==> config.mk <==
export PLATFORM = sky130hd
export DESIGN_NAME = fegd_sqrt_cell
export DESIGN_NICKNAME = d
export VERILOG_FILES = /design/src/rtl/fegd_sqrt_cell.sv
export SDC_FILE = /design/constraint.sdc
export NUM_CORES = 1
export LEC_CHECK = 0
export CELL_PAD_IN_SITES_DETAIL_PLACEMENT = 1
export CELL_PAD_IN_SITES_GLOBAL_PLACEMENT = 2
export CORE_UTILIZATION = 42
export CTS_CLUSTER_DIAMETER = 60
export DETAILED_ROUTE_END_ITERATION = 12
export DONT_BUFFER_PORTS = 1
export PLACE_DENSITY_LB_ADDON = 0.1
export SLEW_MARGIN = 25
export SYNTH_ARGS = -nofsm -noshare
export SYNTH_HDL_FRONTEND = slang
export SYNTH_SLANG_ARGS = --single-unit
==> constraint.sdc <==
create_clock -name clk_i -period 5.8 [get_ports clk_i]
set_clock_uncertainty 0.15 [all_clocks]
set_input_delay 1.16 -clock clk_i [delete_from_list [all_inputs] [get_ports clk_i]]
set_output_delay 1.16 -clock clk_i [all_outputs]
set_load 0.02 [all_outputs]
==> src/rtl/fegd_sqrt_cell.sv <==
module fegd_sqrt_cell (
  input  logic        clk_i,
  input  logic        en_i,
  input  logic [25:0] rem_i,
  input  logic [23:0] root_i,
  input  logic [47:0] rad_i,
  output logic [25:0] rem_o,
  output logic [23:0] root_o,
  output logic [47:0] rad_o
);

  logic [25:0] rem_n, trial;
  logic [25:0] rem_q;
  logic [23:0] root_q;
  logic [47:0] rad_q;

  always_comb begin
    rem_n = {rem_i[23:0], rad_i[47:46]};
    trial = {root_i, 2'b01};
  end

  always_ff @(posedge clk_i) begin
    if (en_i) begin
      rad_q <= {rad_i[45:0], 2'b00};
      if (rem_n >= trial) begin
        rem_q  <= rem_n - trial;
        root_q <= {root_i[22:0], 1'b1};
      end else begin
        rem_q  <= rem_n;
        root_q <= {root_i[22:0], 1'b0};
      end
    end
  end

  assign rem_o  = rem_q;
  assign root_o = root_q;
  assign rad_o  = rad_q;

endmodule

==> impl_metrics.tcl <==
set metrics [dict create \
    irDropWorstVdd_uv 107.7 \
    synth_top_family_by_area "compound AO/OA/AOI/OAI gates" \
    gr-usage-met3 0.07082 \
    cp_max_fo 23 \
    boundaryPins 198 \
    critPathKind "primary input to flip-flop" \
    antenna_found_initial 0 \
    synth_cells 362 \
    drtIter0Drc 105 \
    gr-usage-all-layers 0.1881 \
    multi_input_area_sq_mm 0.001575 \
    placed_area_sq_mm 0.004791 \
    synthFlopType "edfxtp_1" \
    max_freq_mhz 242.9 \
    cp.required_ps 5780 \
    yosys.area_share.simple 0.07666 \
    seqCellArea_sq_mm 0.002883 \
    place.gp.congestion 0.7184 \
    final_area_sq_mm 0.004992 \
    path_buf_inv 1 \
    met1_usage 0.2256 \
    layoutNonFillerInstCount 509 \
    crit_slowest_cell "a31oi_4" \
    grt_pass1_wl_um 15980 \
    drc 0 \
    yosysWarnings 0 \
    syn_area_per_cell_sq_um 12.90 \
    portBuffers 0 \
    n_antenna_cell 0 \
    status "finished clean" \
    synthArstFlopShare 0 \
    slew-limit-headroom 0.4588 \
    drt-vias-per-instance 5.558 \
    top_usage_layer "met2" \
    crit_family "compound AO/OA/AOI/OAI gates" \
    cts_sinks 96 \
    final_net_count 490 \
    postRouteAntennaNets 0 \
    power_density_mw_per_mm2 327.4 \
    post-route-period-util 0.7099 \
    drt_first_pass_iters 4 \
    p_leak_uw 0.001906 \
    vias 2829 \
    cts_root_buf "clkbuf_8" \
    hold_viol 0 \
    crit_path_end_kind "flip-flop" \
    drive_gt1_frac 0.1057 \
    rsz0062_at_grt "no" \
    die_area_sq_mm 0.01154 \
    worst_path_largest_cell_delay_ps 680 \
    yosysSeqAreaShare 0.6175 \
    maxCapViolCount 0 \
    synth_compound_area_frac 0.1311 \
    synth_adder_area_share 0.06969 \
    fin_hold_ws_ps 724.2 \
    tns_ps 0 \
    start_util 0.4306 \
    drv_slew 0 \
    ctsResizeCount 0 \
    cts_tree "yes" \
    wl_per_cell_um 21.36 \
    htreeDepth 3 \
    synthMuxAreaShare 0.01903 \
    wirelength_um 10870 \
    clkTransAtPathRegs_ps 100 \
    synth_area_sq_mm 0.004668 \
    synth_xor_area_frac 0.03940 \
    yosysUniqueCellTypes 51 \
    die_w_um 107.4 \
    dp_cells 493 \
    areaGrowthSynthToFinish_pct 6.942 \
    ys_seq_elements 96 \
    hp-class "primary input to flip-flop" \
    die-height_um 107.4 \
    post-cts-setup-buffers 0 \
    synth-edff-count 96 \
    period_minus_slack_ps 4117 \
    tightest_slew_ps 811.8 \
    setup_viol 0 \
    num-fill-cells 1138 \
    worstPathCellList "inv_1 > ha_1 > nand4_1 > nor4_2 > o311ai_1 > a31oi_1 > o2111ai_1 > a31oi_4 > mux2_2" \
    dp_hpwl_um 8069 \
    cts_hold_buffers 0 \
    clock_path_buffers 2 \
    grt_start_max_net_pins 97 \
    numCtsBuffers 9 \
    grt_pass1_vias 2905 \
    coreArea_sq_mm 0.01084 \
    met2_usage 0.3157 \
    cp.arrival_ps 4100 \
    total_power_uw 1634 \
    critPathLaunchType "primary input" \
    num_rows 38 \
    overflow 0 \
]
-- sequential cells by signal, indices dropped and copies added, names as in the netlist --
| register | flops |
|---|---|
| rad_o | 46 |
| rem_o | 26 |
| root_o | 24 |
-- per-stage QoR --
stage	utilization	setup slack [ps]
2_1_floorplan	-	1992
3_3_place_gp	0.4419	1224
3_5_place_dp	0.4419	1194
4_1_cts	0.4605	1565
5_1_grt	0.4605	1309
6_report	0.4605	1683
-- per-layer routing --
| metal | wire length (um) | up-vias |
|---|---|---|
| met4 | 107 | 0 |
| li1 | - | 1333 |
| met3 | 877 | 9 |
| met2 | 5259 | 131 |
| met5 | 0 | - |
| met1 | 4628 | 1356 |
-- area by class of cell --
class                      instances  share of cell area
inverter                          36             0.02707
tap                              140             0.03509
multi-input combinational        218              0.3155
sequential                        96              0.5774
timing repair buffer               3            0.004511
clock inverter                     7             0.01554
clock buffer                       9             0.02481
-- cells in the mapped netlist, drive strengths merged (3+ instances only) --
cell type,count,share of area
clkbuf,5,0.0043
o21ai,10,0.011
nand3,7,0.0075
nor2b,4,0.0054
edfxtp,96,0.62
and3,3,0.0040
a21oi,34,0.036
a21o,12,0.020
mux2,7,0.017
nand2,7,0.0056
a211oi,3,0.0048
a31oi,11,0.018
xnor2,15,0.028
buf,8,0.013
inv,36,0.029
nand4,5,0.0067
xor2,6,0.011
ha,26,0.070
or2,4,0.0054
nor2,29,0.023
o21a,3,0.0048
-- cells in the final DEF, fill, tap and decap left out, types with 5 or more instances in the layout --
cell type	instances
edfxtp_1	96
inv_1	36
a21oi_1	34
nor2_1	29
ha_1	26
xnor2_1	15
a21o_1	11
o21ai_0	10
a31oi_1	10
clkbuf_8	9
nand2_1	7
nand3_1	7
mux2_2	7
xor2_1	6
nand4_1	5
-- final timing paths --
| check | from | to | slack, ps | depth (start not counted) |
|---|---|---|---|---|
| setup / recovery | root_i[10] | rem_o[12] | 1680 | 9 |
| hold / removal | root_i[16] | root_o[17] | 720 | 0 |
-- cells by family after synthesis --
| family | Yosys count |
|---|---|
| compound gates | 90 |
| xor+xnor | 21 |
| fa+ha+maj | 26 |
| buf+inv | 49 |
| flops | 96 |
| mux | 8 |
| other cells | 1 |
| simple gates | 71 |
-- power breakdown --
| part | internal (uW) | total [uW] | switching, uW |
|---|---|---|---|
| combinational | 94.7 | 218 | 124 |
| clock | 204 | 454 | 250 |
| sequential | 850 | 962 | 112 |
Note: power is estimated with default switching activity, not from simulation.
